File: config.mk
export PLATFORM = sky130hd
export DESIGN_NAME = scan_point_filter_average
export DESIGN_NICKNAME = d
export VERILOG_FILES = /design/src/rtl/spfa_pkg.sv /design/src/rtl/scan_point_filter_average.sv
export VERILOG_INCLUDE_DIRS = /design/src /design/src/rtl
export SDC_FILE = /design/constraint.sdc
export NUM_CORES = 2
export LEC_CHECK = 0
export ABC_AREA = 1
export ABC_CLOCK_PERIOD_IN_PS = 16530
export BUFFER_PORTS_ARGS = -buffer_cell sky130_fd_sc_hd__clkbuf_2
export CORE_MARGIN = 2
export CORE_UTILIZATION = 30
export CTS_BUF_LIST = sky130_fd_sc_hd__clkbuf_8
export DETAILED_ROUTE_END_ITERATION = 8
export PLACE_DENSITY = 0.55
export SLEW_MARGIN = 20
export SYNTH_ARGS = -nofsm -noshare
export SYNTH_HDL_FRONTEND = slang
export SYNTH_SLANG_ARGS = --single-unit
File: constraint.sdc
create_clock -name i_clk -period 16.53 [get_ports i_clk]
set_input_delay 2.4795 -clock i_clk [delete_from_list [all_inputs] [get_ports i_clk]]
set_output_delay 2.4795 -clock i_clk [all_outputs]
set_load 0.01 [all_outputs]
File: src/rtl/scan_point_filter_average_macros.svh
// Assertion helpers for the scan point filter and averager.
`ifndef SCAN_POINT_FILTER_AVERAGE_MACROS_SVH
`define SCAN_POINT_FILTER_AVERAGE_MACROS_SVH

// Same-cycle implication, checked outside reset.
`define SPFA_ASSERT_NOW(label, ante, cons, msg) \
    label: assert property (@(posedge i_clk) disable iff (!i_rst_n) \
        (ante) |-> (cons)) else $error(msg);

// Next-cycle implication, checked outside reset.
`define SPFA_ASSERT_NEXT(label, ante, cons, msg) \
    label: assert property (@(posedge i_clk) disable iff (!i_rst_n) \
        (ante) |=> (cons)) else $error(msg);

`endif

File: src/rtl/spfa_pkg.sv
`timescale 1ns / 1ps
// ----------------------------------------------------------------------------
// spfa_pkg
// Constants, register map and the arctangent helper function of the scan point averager.
// ----------------------------------------------------------------------------
package spfa_pkg;

    localparam int MAX_GROUP     = 64;
    localparam int RANGE_BITS    = 20;
    localparam int CORDIC_STEPS  = 24;
    localparam int DIV_STEPS     = 32;
    localparam int FULL_TURN     = 3600000;
    localparam int HALF_TURN     = 1800000;
    localparam int QUARTER       = 900000;
    localparam int THREE_QUARTER = 2700000;
    localparam logic [31:0] KINV_Q32 = 32'd2608131496;

    localparam int IN_TDATA_W  = 64;
    localparam int OUT_TDATA_W = 96;

    // Register indexes on the configuration port.
    localparam logic [2:0] REG_MIN_INTENSITY = 3'd0;
    localparam logic [2:0] REG_ANGLE_LOW     = 3'd1;
    localparam logic [2:0] REG_ANGLE_HIGH    = 3'd2;
    localparam logic [2:0] REG_DIST_LOW      = 3'd3;
    localparam logic [2:0] REG_DIST_HIGH     = 3'd4;
    localparam logic [2:0] REG_GROUP_SIZE    = 3'd5;

    // Arctangent of 2^-i in units of 1/2560000 degree.
    function automatic logic signed [31:0] atan_lut(input logic [4:0] idx);
        logic signed [31:0] v;
        case (idx)
            5'd0:  v = 32'sd115200000;
            5'd1:  v = 32'sd68006531;
            5'd2:  v = 32'sd35932783;
            5'd3:  v = 32'sd18240042;
            5'd4:  v = 32'sd9155416;
            5'd5:  v = 32'sd4582171;
            5'd6:  v = 32'sd2291645;
            5'd7:  v = 32'sd1145892;
            5'd8:  v = 32'sd572955;
            5'd9:  v = 32'sd286479;
            5'd10: v = 32'sd143239;
            5'd11: v = 32'sd71620;
            5'd12: v = 32'sd35810;
            5'd13: v = 32'sd17905;
            5'd14: v = 32'sd8952;
            5'd15: v = 32'sd4476;
            5'd16: v = 32'sd2238;
            5'd17: v = 32'sd1119;
            5'd18: v = 32'sd560;
            5'd19: v = 32'sd280;
            5'd20: v = 32'sd140;
            5'd21: v = 32'sd70;
            5'd22: v = 32'sd35;
            5'd23: v = 32'sd17;
            default: v = 32'sd0;
        endcase
        return v;
    endfunction

endpackage

File: src/rtl/scan_point_filter_average.sv
`timescale 1ns / 1ps
// ----------------------------------------------------------------------------
// scan_point_filter_average
// Filters laser-scan samples, converts them to x/y with a shared CORDIC and
// averages groups of points with a bit-serial divider.
// ----------------------------------------------------------------------------
// Channel   Direction  Word
// s         in         tuser: first_of_scan; tdata: start, step, range, inten
// m         out        tdata: avg_x, avg_y, avg_angle, avg_distance
// apb       in/out     six configuration registers at 4*i
//
// A sample passes through accept, one prepare step (the KINV multiply and
// angle folding), 24 CORDIC rotations in one shift/add unit, one accumulate.
// A sample that completes a group then passes the divider and an output load.
// Reset is synchronous and resets the sequencer, sums and configuration; no clearing pass.
// A stalled output word holds the sequencer only when the next result is due.
// ----------------------------------------------------------------------------
module scan_point_filter_average (
    input  logic                                i_clk,
    input  logic                                i_rst_n,
    input  logic                                i_s_tvalid,
    output logic                                o_s_tready,
    // [8:0] start_angle_deg, [24:9] angle_step, [44:25] range,
    // [60:45] intensity, [63:61] zero
    input  logic [spfa_pkg::IN_TDATA_W-1:0]     i_s_tdata,
    // [0] first_of_scan
    input  logic                                i_s_tuser,
    output logic                                o_m_tvalid,
    input  logic                                i_m_tready,
    // [24:0] avg_x, [49:25] avg_y, [71:50] avg_angle, [95:72] avg_distance
    output logic [spfa_pkg::OUT_TDATA_W-1:0]    o_m_tdata,
    input  logic                                psel,
    input  logic                                penable,
    input  logic                                pwrite,
    input  logic [4:0]                          paddr,
    input  logic [31:0]                         pwdata,
    output logic [31:0]                         prdata,
    output logic                                pready
);
    import spfa_pkg::*;
`include "scan_point_filter_average_macros.svh"

    typedef enum logic [5:0] {
        S_IDLE = 6'b000001,
        S_PREP = 6'b000010,
        S_ROT  = 6'b000100,
        S_ACC  = 6'b001000,
        S_DIV  = 6'b010000,
        S_OUT  = 6'b100000
    } t_state;

    t_state r_state;

    // Configuration registers.
    logic [15:0] r_min_int;
    logic [21:0] r_ang_lo, r_ang_hi;
    logic [19:0] r_dist_lo, r_dist_hi;
    logic [6:0]  r_gsize;

    // Scan and group state.
    logic [21:0]        r_beam;
    logic [15:0]        r_step;
    logic [6:0]         r_count;
    logic signed [31:0] r_sum_x, r_sum_y;
    logic [27:0]        r_sum_ang;
    logic [25:0]        r_sum_dist;

    // Current point.
    logic [19:0]        r_d;
    logic [21:0]        r_ang;
    logic               r_pass;
    logic               r_neg;
    logic signed [39:0] r_x, r_y;
    logic signed [31:0] r_z;
    logic [4:0]         r_cnt;

    // Divider lanes: x, y, angle, distance.
    logic [31:0] r_dq [4];
    logic [7:0]  r_dr [4];
    logic [6:0]  r_div;
    logic        r_sx, r_sy;

    logic [OUT_TDATA_W-1:0] r_m_tdata;
    logic                   r_m_tvalid;

    // Input unpacking.
    logic [8:0]  w_deg;
    logic [15:0] w_step_in;
    logic [19:0] w_range;
    logic [15:0] w_inten;
    logic        w_accept;
    logic [8:0]  w_deg_c;
    logic [21:0] w_ang_now;

    assign w_deg     = i_s_tdata[8:0];
    assign w_step_in = i_s_tdata[24:9];
    assign w_range   = i_s_tdata[44:25];
    assign w_inten   = i_s_tdata[60:45];
    assign o_s_tready = (r_state == S_IDLE);
    assign w_accept  = i_s_tvalid && o_s_tready;
    assign w_deg_c   = (w_deg > 9'd360) ? 9'd360 : w_deg;
    assign w_ang_now = i_s_tuser ? (22'(w_deg_c) * 22'd10000) : r_beam;

    // Prepare: initial CORDIC magnitude and folded angle.
    logic [51:0]        w_prod;
    logic [22:0]        w_t1;
    logic signed [23:0] w_t;
    logic               w_negq;
    always_comb begin
        w_prod = {32'd0, r_d} * {20'd0, KINV_Q32};
        w_t1   = ({1'b0, r_ang} >= 23'(FULL_TURN)) ? ({1'b0, r_ang} - 23'(FULL_TURN))
                                                 : {1'b0, r_ang};
        w_negq = 1'b0;
        if (w_t1 > 23'(QUARTER) && w_t1 <= 23'(THREE_QUARTER)) begin
            w_t    = $signed({1'b0, w_t1}) - 24'sd1800000;
            w_negq = 1'b1;
        end else if (w_t1 > 23'(THREE_QUARTER)) begin
            w_t = $signed({1'b0, w_t1}) - 24'sd3600000;
        end else begin
            w_t = $signed({1'b0, w_t1});
        end
    end

    // One CORDIC rotation per cycle.
    logic signed [39:0] w_dx, w_dy;
    logic signed [31:0] w_atan;
    assign w_dx   = r_y >>> r_cnt;
    assign w_dy   = r_x >>> r_cnt;
    assign w_atan = atan_lut(r_cnt);

    // Accumulate: sign fix, truncate to 4 fraction bits toward zero.
    logic signed [39:0] w_v, w_mag;
    logic signed [25:0] w_px, w_py, w_m;
    logic signed [39:0] w_vy, w_magy;
    logic signed [25:0] w_my;
    logic [6:0]         w_n, w_cnt1;
    logic signed [31:0] w_sx, w_sy;
    logic [27:0]        w_sa;
    logic [25:0]        w_sd;
    always_comb begin
        w_v   = r_neg ? -r_x : r_x;
        w_mag = (w_v < 0) ? -w_v : w_v;
        w_m   = 26'(w_mag >>> 12);
        w_px  = (w_v < 0) ? -w_m : w_m;
        w_vy  = r_neg ? -r_y : r_y;
        w_magy = (w_vy < 0) ? -w_vy : w_vy;
        w_my  = 26'(w_magy >>> 12);
        w_py  = (w_vy < 0) ? -w_my : w_my;
        w_sx  = r_sum_x + 32'(w_px);
        w_sy  = r_sum_y + 32'(w_py);
        w_sa  = r_sum_ang + 28'(r_ang);
        w_sd  = r_sum_dist + 26'(r_d);
        w_cnt1 = r_count + 7'd1;
        if (r_gsize == 7'd0) begin
            w_n = 7'd1;
        end else if (r_gsize > 7'(MAX_GROUP)) begin
            w_n = 7'(MAX_GROUP);
        end else begin
            w_n = r_gsize;
        end
    end

    // One restoring-division step in each lane.
    logic [7:0]  w_sh   [4];
    logic [7:0]  w_rn   [4];
    logic        w_qb   [4];
    always_comb begin
        for (int k = 0; k < 4; k++) begin
            w_sh[k] = {r_dr[k][6:0], r_dq[k][31]};
            w_qb[k] = (w_sh[k] >= {1'b0, r_div});
            w_rn[k] = w_qb[k] ? (w_sh[k] - {1'b0, r_div}) : w_sh[k];
        end
    end

    // Output word from the quotients.
    logic [31:0] w_qx, w_qy;
    assign w_qx = r_sx ? -r_dq[0] : r_dq[0];
    assign w_qy = r_sy ? -r_dq[1] : r_dq[1];

    // Sequencer and datapath.
    always_ff @(posedge i_clk) begin
        if (!i_rst_n) begin
            r_state    <= S_IDLE;
            r_beam     <= '0;
            r_step     <= '0;
            r_count    <= '0;
            r_sum_x    <= '0;
            r_sum_y    <= '0;
            r_sum_ang  <= '0;
            r_sum_dist <= '0;
            r_cnt      <= '0;
            r_m_tvalid <= 1'b0;
        end else begin
            // The output load below takes over the valid flag in its own state.
            if (r_m_tvalid && i_m_tready && (r_state != S_OUT)) begin
                r_m_tvalid <= 1'b0;
            end
            case (r_state)
                S_IDLE: begin
                    if (w_accept) begin
                        if (i_s_tuser) begin
                            r_step     <= w_step_in;
                            r_beam     <= w_ang_now + 22'(w_step_in);
                            r_count    <= '0;
                            r_sum_x    <= '0;
                            r_sum_y    <= '0;
                            r_sum_ang  <= '0;
                            r_sum_dist <= '0;
                        end else begin
                            r_beam <= r_beam + 22'(r_step);
                        end
                        r_d    <= w_range;
                        r_ang  <= w_ang_now;
                        r_pass <= (w_inten > r_min_int) && (w_ang_now > r_ang_lo) &&
                                  (w_ang_now < r_ang_hi) && (w_range >= r_dist_lo) &&
                                  (w_range <= r_dist_hi);
                        r_state <= S_PREP;
                    end
                end
                S_PREP: begin
                    r_x     <= r_pass ? $signed({4'd0, w_prod[51:16]}) : 40'sd0;
                    r_y     <= 40'sd0;
                    r_z     <= 32'(w_t) <<< 8;
                    r_neg   <= w_negq;
                    r_cnt   <= '0;
                    r_state <= S_ROT;
                end
                S_ROT: begin
                    if (r_z >= 0) begin
                        r_x <= r_x - w_dx;
                        r_y <= r_y + w_dy;
                        r_z <= r_z - w_atan;
                    end else begin
                        r_x <= r_x + w_dx;
                        r_y <= r_y - w_dy;
                        r_z <= r_z + w_atan;
                    end
                    if (r_cnt == 5'(CORDIC_STEPS - 1)) begin
                        r_state <= S_ACC;
                    end
                    r_cnt <= r_cnt + 5'd1;
                end
                S_ACC: begin
                    if (w_cnt1 >= w_n) begin
                        r_dq[0] <= w_sx[31] ? -w_sx : w_sx;
                        r_dq[1] <= w_sy[31] ? -w_sy : w_sy;
                        r_dq[2] <= 32'(w_sa);
                        r_dq[3] <= 32'({w_sd, 4'd0});
                        for (int k = 0; k < 4; k++) begin
                            r_dr[k] <= '0;
                        end
                        r_sx       <= w_sx[31];
                        r_sy       <= w_sy[31];
                        r_div      <= w_cnt1;
                        r_count    <= '0;
                        r_sum_x    <= '0;
                        r_sum_y    <= '0;
                        r_sum_ang  <= '0;
                        r_sum_dist <= '0;
                        r_cnt      <= '0;
                        r_state    <= S_DIV;
                    end else begin
                        r_count    <= w_cnt1;
                        r_sum_x    <= w_sx;
                        r_sum_y    <= w_sy;
                        r_sum_ang  <= w_sa;
                        r_sum_dist <= w_sd;
                        r_state    <= S_IDLE;
                    end
                end
                S_DIV: begin
                    for (int k = 0; k < 4; k++) begin
                        r_dr[k] <= w_rn[k];
                        r_dq[k] <= {r_dq[k][30:0], w_qb[k]};
                    end
                    if (r_cnt == 5'(DIV_STEPS - 1)) begin
                        r_state <= S_OUT;
                    end
                    r_cnt <= r_cnt + 5'd1;
                end
                S_OUT: begin
                    if (!r_m_tvalid || i_m_tready) begin
                        r_m_tdata  <= {r_dq[3][23:0], r_dq[2][21:0], w_qy[24:0], w_qx[24:0]};
                        r_m_tvalid <= 1'b1;
                        r_state    <= S_IDLE;
                    end
                end
                default: begin
                    r_state <= S_IDLE;
                end
            endcase
        end
    end

    assign o_m_tvalid = r_m_tvalid;
    assign o_m_tdata  = r_m_tdata;

    // Configuration port.
    logic [2:0] w_reg_idx;
    assign w_reg_idx = paddr[4:2];
    assign pready    = 1'b1;

    always_ff @(posedge i_clk) begin
        if (!i_rst_n) begin
            r_min_int <= 16'd1;
            r_ang_lo  <= 22'd0;
            r_ang_hi  <= 22'd1800000;
            r_dist_lo <= 20'd0;
            r_dist_hi <= 20'd100000;
            r_gsize   <= 7'd1;
        end else if (psel && penable && pwrite && pready) begin
            case (w_reg_idx)
                REG_MIN_INTENSITY: r_min_int <= pwdata[15:0];
                REG_ANGLE_LOW:     r_ang_lo  <= pwdata[21:0];
                REG_ANGLE_HIGH:    r_ang_hi  <= pwdata[21:0];
                REG_DIST_LOW:      r_dist_lo <= pwdata[19:0];
                REG_DIST_HIGH:     r_dist_hi <= pwdata[19:0];
                REG_GROUP_SIZE:    r_gsize   <= pwdata[6:0];
                default: begin
                end
            endcase
        end
    end

    // Register read-back.
    always_comb begin
        case (w_reg_idx)
            REG_MIN_INTENSITY: prdata = {16'd0, r_min_int};
            REG_ANGLE_LOW:     prdata = {10'd0, r_ang_lo};
            REG_ANGLE_HIGH:    prdata = {10'd0, r_ang_hi};
            REG_DIST_LOW:      prdata = {12'd0, r_dist_lo};
            REG_DIST_HIGH:     prdata = {12'd0, r_dist_hi};
            REG_GROUP_SIZE:    prdata = {25'd0, r_gsize};
            default:           prdata = 32'd0;
        endcase
    end

    // Checks on the sequencer.
    `SPFA_ASSERT_NEXT(a_accept_prep, w_accept, r_state == S_PREP, "accepted word did not start")
    `SPFA_ASSERT_NOW(a_count_max, 1'b1, r_count < 7'(MAX_GROUP), "group count out of range")
    `SPFA_ASSERT_NEXT(a_out_hold, (r_state == S_OUT) && r_m_tvalid && !i_m_tready, r_state == S_OUT, "result overwrote a waiting word")

endmodule
Word level (Yosys, flattened, before mapping)
Memories as Yosys holds them, arrays and structs flattened. A register that Yosys moved wholly into a read port is not among the register bits.
Index checks and enable logic that the tools add are counted.
{"block": "totals", "reg_bits": 543, "ram_bits": 160, "romBits": 864, "word_cells": 223, "mem_count": 3}
{"block": "classes", "n_addsub": 31, "multipliers": 2, "order_cmp": 19, "n_eq_ne": 20, "n_shift": 2, "muxes": 77, "n_bitwise": 8, "n_reduce_logical": 34}
{"memory": "(no name shown)", "words": 32, "width": 27, "rd": 1, "rd_ports_with_merged_regs": 1, "wr": 0, "line": "spfa_pkg.sv:32", "text": "case (idx)"}
{"memory": "r_dq", "words": 4, "width": 32, "rd": 4, "rd_ports_with_merged_regs": 0, "wr": 4, "line": "scan_point_filter_average.sv:78", "text": "logic [31:0] r_dq [4];"}
{"memory": "r_dr", "words": 4, "width": 8, "rd": 4, "rd_ports_with_merged_regs": 0, "wr": 4, "line": "scan_point_filter_average.sv:79", "text": "logic [7:0] r_dr [4];"}
{"op": "32-bit two-way mux", "count": 11}
{"op": "32-bit case mux with 2 select lines", "count": 3}
{"op": "40-bit two-way mux", "count": 4}
{"op": "40-bit case mux with 2 select lines", "count": 2}
{"op": "22-bit case mux with 6 select lines", "count": 1}
{"op": "26-bit two-way mux", "count": 5}
{"op": "28-bit two-way mux", "count": 3}
{"op": "40-bit adder", "count": 2}
{"op": "40-bit by 1-bit < comparator with 1-bit output, second input constant", "count": 2}
{"op": "40-bit negator", "count": 2}
{"op": "40-bit by 5-bit >>> shifter with 40-bit output", "count": 2}
{"op": "40-bit subtractor", "count": 2}
{"op": "38-bit two-way mux", "count": 2}
{"op": "38-bit negator", "count": 2}
{"op": "32-bit by 26-bit adder with 32-bit output", "count": 2}
{"op": "8-bit two-way mux", "count": 8}
{"op": "32-bit negator", "count": 2}
{"op": "28-bit case mux with 2 select lines", "count": 1}
{"op": "26-bit negator", "count": 2}
{"op": "26-bit case mux with 2 select lines", "count": 1}
{"op": "25-bit two-way mux", "count": 2}
{"op": "25-bit negator", "count": 2}
{"op": "20-bit by 29-bit multiplier with 49-bit output, second input constant", "count": 1}
{"op": "24-bit two-way mux", "count": 2}
{"op": "62 further kinds", "count": 127}

Logic depth before layout (Yosys ltp)
{"block": "depth", "ltp_word": 10, "depth_mapped": 51, "ltp_nobuf": 51}

Worst setup path after synthesis
OpenSTA, ideal clock, no wires.
{"block": "synth_timing", "kind": "input port to flip-flop", "from": "input i_rst_n", "to": "memory r_dq[0][0], enable pin", "setup_ns": 0.887, "arrival_time_ns": 13.830, "setup_slack_ns": 1.813, "path_stages": 4, "cell_sequence": "inv_1 clkbuf_1 clkbuf_1 o21ai_0"}
{"item": "start, declared", "line": "scan_point_filter_average.sv:20", "text": "input logic i_rst_n,"}
{"item": "end, declared", "line": "scan_point_filter_average.sv:78"}

Final worst setup path
{"block": "layout_timing", "from": "input i_s_tdata[8] in the netlist's numbering", "to": "register r_pass (data pin)"}
{"block": "layout_between", "elab_chain_len": 9}
{"item": "start, declared", "line": "scan_point_filter_average.sv:25", "text": "input logic [spfa_pkg::IN_TDATA_W-1:0] i_s_tdata,"}
{"item": "9-bit greater-than comparator", "line": "scan_point_filter_average.sv:101", "text": "assign w_deg_c = (w_deg > 9'd360) ? 9'd360 : w_deg;"}
{"item": "9-bit two-way mux (*)", "line": "scan_point_filter_average.sv:101"}
{"item": "9-bit by 10-bit multiplier with 18-bit output (*)", "line": "scan_point_filter_average.sv:102", "text": "assign w_ang_now = i_s_tuser ? (22'(w_deg_c) * 22'd10000) : r_beam;"}
{"item": "22-bit two-way mux (*)", "line": "scan_point_filter_average.sv:102"}
{"item": "named net w_ang_now[21]", "line": "scan_point_filter_average.sv:93", "text": "logic [21:0] w_ang_now;"}
{"item": "22-bit greater-than comparator", "line": "scan_point_filter_average.sv:214", "text": "r_pass <= (w_inten > r_min_int) && (w_ang_now > r_ang_lo) &&"}
{"item": "1-bit logical AND", "line": "scan_point_filter_average.sv:214"}
{"item": "1-bit logical AND (*)", "line": "scan_point_filter_average.sv:214"}
{"item": "1-bit logical AND (*) (2 in series)", "line": "scan_point_filter_average.sv:215", "text": "(w_ang_now < r_ang_hi) && (w_range >= r_dist_lo) &&"}
{"item": "end signal, assigned", "line": "scan_point_filter_average.sv:214"}
{"item": "end, declared", "line": "scan_point_filter_average.sv:71", "text": "logic r_pass;"}
Mark *: on every way through the listed nets, which the timed path passes. The rest lies on a longest branch.
A chain may end at the register's enable or synchronous reset.

==> summary.md <==
| Metric | Value |
|---|---|
| DP HPWL | `187,000 um` |
| Post-Syn Area | `71,900 sq um` |
| Area contributors post-synth | `edfxtp_1 17%, nand2_1 13%, ha_1 12%, dfxtp_1 8.6%, fa_1 7.5%` |
| CP endpoint kind | `flop` |
| I/O pins | `240` |
| Synth Area per Inst | `7.23 sq um` |
| Sink Count | `726` |
| Slowest cell on crit path | `fa_1` |
| Number of antenna violations at the first check in global routing | `6` |
| Clock transition at path regs | `60 ps` |
| Multiplexer share of the synthesized area | `0.863%` |
| First-pass DRT Iterations | `6` |
| Startpoint Class | `primary input` |
| Share of the synthesized area in the top cell type | `17.4%` |
| Clk_lat worst skew | `910 ps` |
| Asr flop ratio synth | `0%` |
| Rows | `179` |
| Setup repair after global routing missed its margin | `false` |
| Layout cell share with drive strength beyond 1 | `6.84%` |
| Commonest non-fill, non-tap cell in the layout | `nand2_1` |
| Synth Area in Compound Gates | `15.4%` |
| Setup Buffers After CTS | `0` |
| Status | `finished, final reports clean` |
| Multi-input gate area | `47,000 sq um` |
| Seq/Total Area, Yosys | `26.0%` |
| Max-slew violations | `0` |
| CP top delay family | `adder cells` |
| Hold crit path type | `reg -> reg` |
| DRT iter0 DRCs | `5,028` |
| Global-route wire length before repair | `368,000 um` |
| Die Y | `494 um` |
| Fmax | `118 MHz` |
| Worst-Margin Slew | `1120 ps` |
| FF+latch area | `18,700 sq um` |
| CTS tree | `done` |
| Number of max-cap violations | `0` |
| Via/cell ratio | `5.00` |
| Final-layout fill cell count | `25,500` |
| Largest net degree at the start of global routing | `157` |
| Die width | `494 um` |
| Post-synth EDFFs | `417` |
| CTS root buf | `clkbuf_8` |
| Total number of vias | `66,800` |
| Main combinational cell family by area after synthesis | `simple AND/OR/NAND/NOR gates` |
| CP most frequent cell | `inv_1` |
| Die area | `244,000 sq um` |
| Xor and xnor fraction of the mapped netlist area | `5.85%` |
| Fin. Hold Viols | `0` |
| CP peak stage delay | `540 ps` |
| Setup Skew | `55.1 ps` |
| Synth-to-layout area growth | `10.1%` |
| Max FO, Critical Path | `7` |
| CP Class | `in -> reg` |
| Syn. warnings | `0` |
| # nets final | `11,100` |
| I/O Buffers | `213` |
| Area share of fa/ha/maj cells after synthesis | `19.1%` |
| RePlAce Congestion | `0.938` |
| CTS H-tree depth | `4` |
| Yosys cell types | `75` |
| Max_slew headroom | `23.1%` |
| Hold_buf cts | `0` |
| Total gr overflow | `0` |
| Post-route minimum period | `8480 ps` |
| Number of remaining DRC errors | `0` |
| Max clock buf depth | `3` |
| Main synth FF type | `edfxtp_1` |
| TritonCTS buffer count | `137` |
| Most frequent cells in the layout | `2,429 x nand2_1, 1,312 x inv_1, 831 x a21oi_1, 819 x nor2_1, 727 x o21ai_0` |
| Setup TNS Final | `0 ps` |
| Arr. time, crit path | `9130 ps` |
| Synth Area in Simple Gates | `24.0%` |
| Antenna-violating nets left | `0` |
| Bufs and invs on worst path | `6` |
| WL final | `236,000 um` |
| #FFs+latches synth | `726` |
| Final Setup Violations | `0` |
| Syn Inst Count | `9,943` |
| Total Routing Usage GR | `18.9%` |
| Initial Utilization | `30.2%` |
| Vias in the first global route | `64,400` |
| CP Data Required Time | `17,180 ps` |
| Area leader, netlist | `edfxtp_1` |
| Tcrit/Tclk final | `51.3%` |
| DR WL/cell | `17.7 um` |
| Cts repair resizes | `0` |
| CORE AREA | `238,000 sq um` |
[cell type report]
type | instances | area share [%]
well taps | 3167 | 5.01
flip-flops and latches | 726 | 23.7
clock buffers | 157 | 2.73
multi-input cells | 7607 | 59.3
inverters | 1319 | 6.27
diodes | 5 | 0.0158
clock inverters | 98 | 1.07
repair buffers | 269 | 1.91
[Yosys cell counts, types with 61 or more instances]
master and instances:
a31oi_1 61, edfxtp_1 417, nand4_1 99, xor2_1 313
inv_1 1275, nand2_1 2430, o211ai_1 66, clkbuf_1 178
nor3_1 101, nand3_1 442, dfxtp_1 309, xnor2_1 160
nor2_1 824, a21oi_1 832, ha_1 666, o21ai_0 729
mux2i_1 62, fa_1 271
[sequential cells by signal (all words and copies together) (netlist names), 20 cells and up]
register / count
r_dr: 28
r_sum_y: 32
r_ang: 22
r_sum_dist: 26
r_z: 32
r_x: 40
r_dist_lo: 20
r_dist_hi: 20
r_ang_lo: 22
r_ang_hi: 22
r_beam: 22
r_sum_x: 32
r_sum_ang: 28
w_atan: 27
o_m_tdata: 96
r_d: 20
r_dq: 128
r_y: 40
[final timing paths]
path / start / end / slack (ps) / cells after the start
setup / recovery: i_s_tdata[8] / r_pass / 8050 / 34
setup reg to reg: r_neg / r_dq[0][8] / 8480 / 36
hold / removal: r_dq[2][9] / o_m_tdata[59] / 440 / 0
hold reg to reg: r_dq[2][9] / o_m_tdata[59] / 440 / 0
[stage by stage]
step	worst slack (ps)	util (%)	instance area, sq um	cells	hold slack, ps
3_5_place_dp	7140	32.0	76100	13100	434
4_1_cts	8100	33.2	79100	13300	433
2_1_floorplan	1810	-	71900	9952	426
3_3_place_gp	6970	32.0	76100	13100	436
5_1_grt	7440	33.2	79100	13300	442
6_report	8050	33.2	79100	13300	436
[layer usage]
| layer | GRT usage (%) | wire length (um) | up-vias |
|---|---|---|---|
| met5 | 0 | 12 | - |
| met4 | 4.69 | 5250 | 2 |
| met3 | 2.37 | 11800 | 272 |
| met2 | 31.2 | 109000 | 1764 |
| met1 | 26.1 | 110000 | 31500 |
| li1 | - | - | 33200 |
[cells by family after synthesis]
family          Yosys count
flops                   726
fa+ha+maj               937
xor+xnor                477
simple gates           4121
buf+inv                1619
compound gates         1999
other cells               2
mux                      62
Power is left out: the tool's default activity adds up to more than one toggle a clock period on the data nets, which glitch-free logic cannot reach.
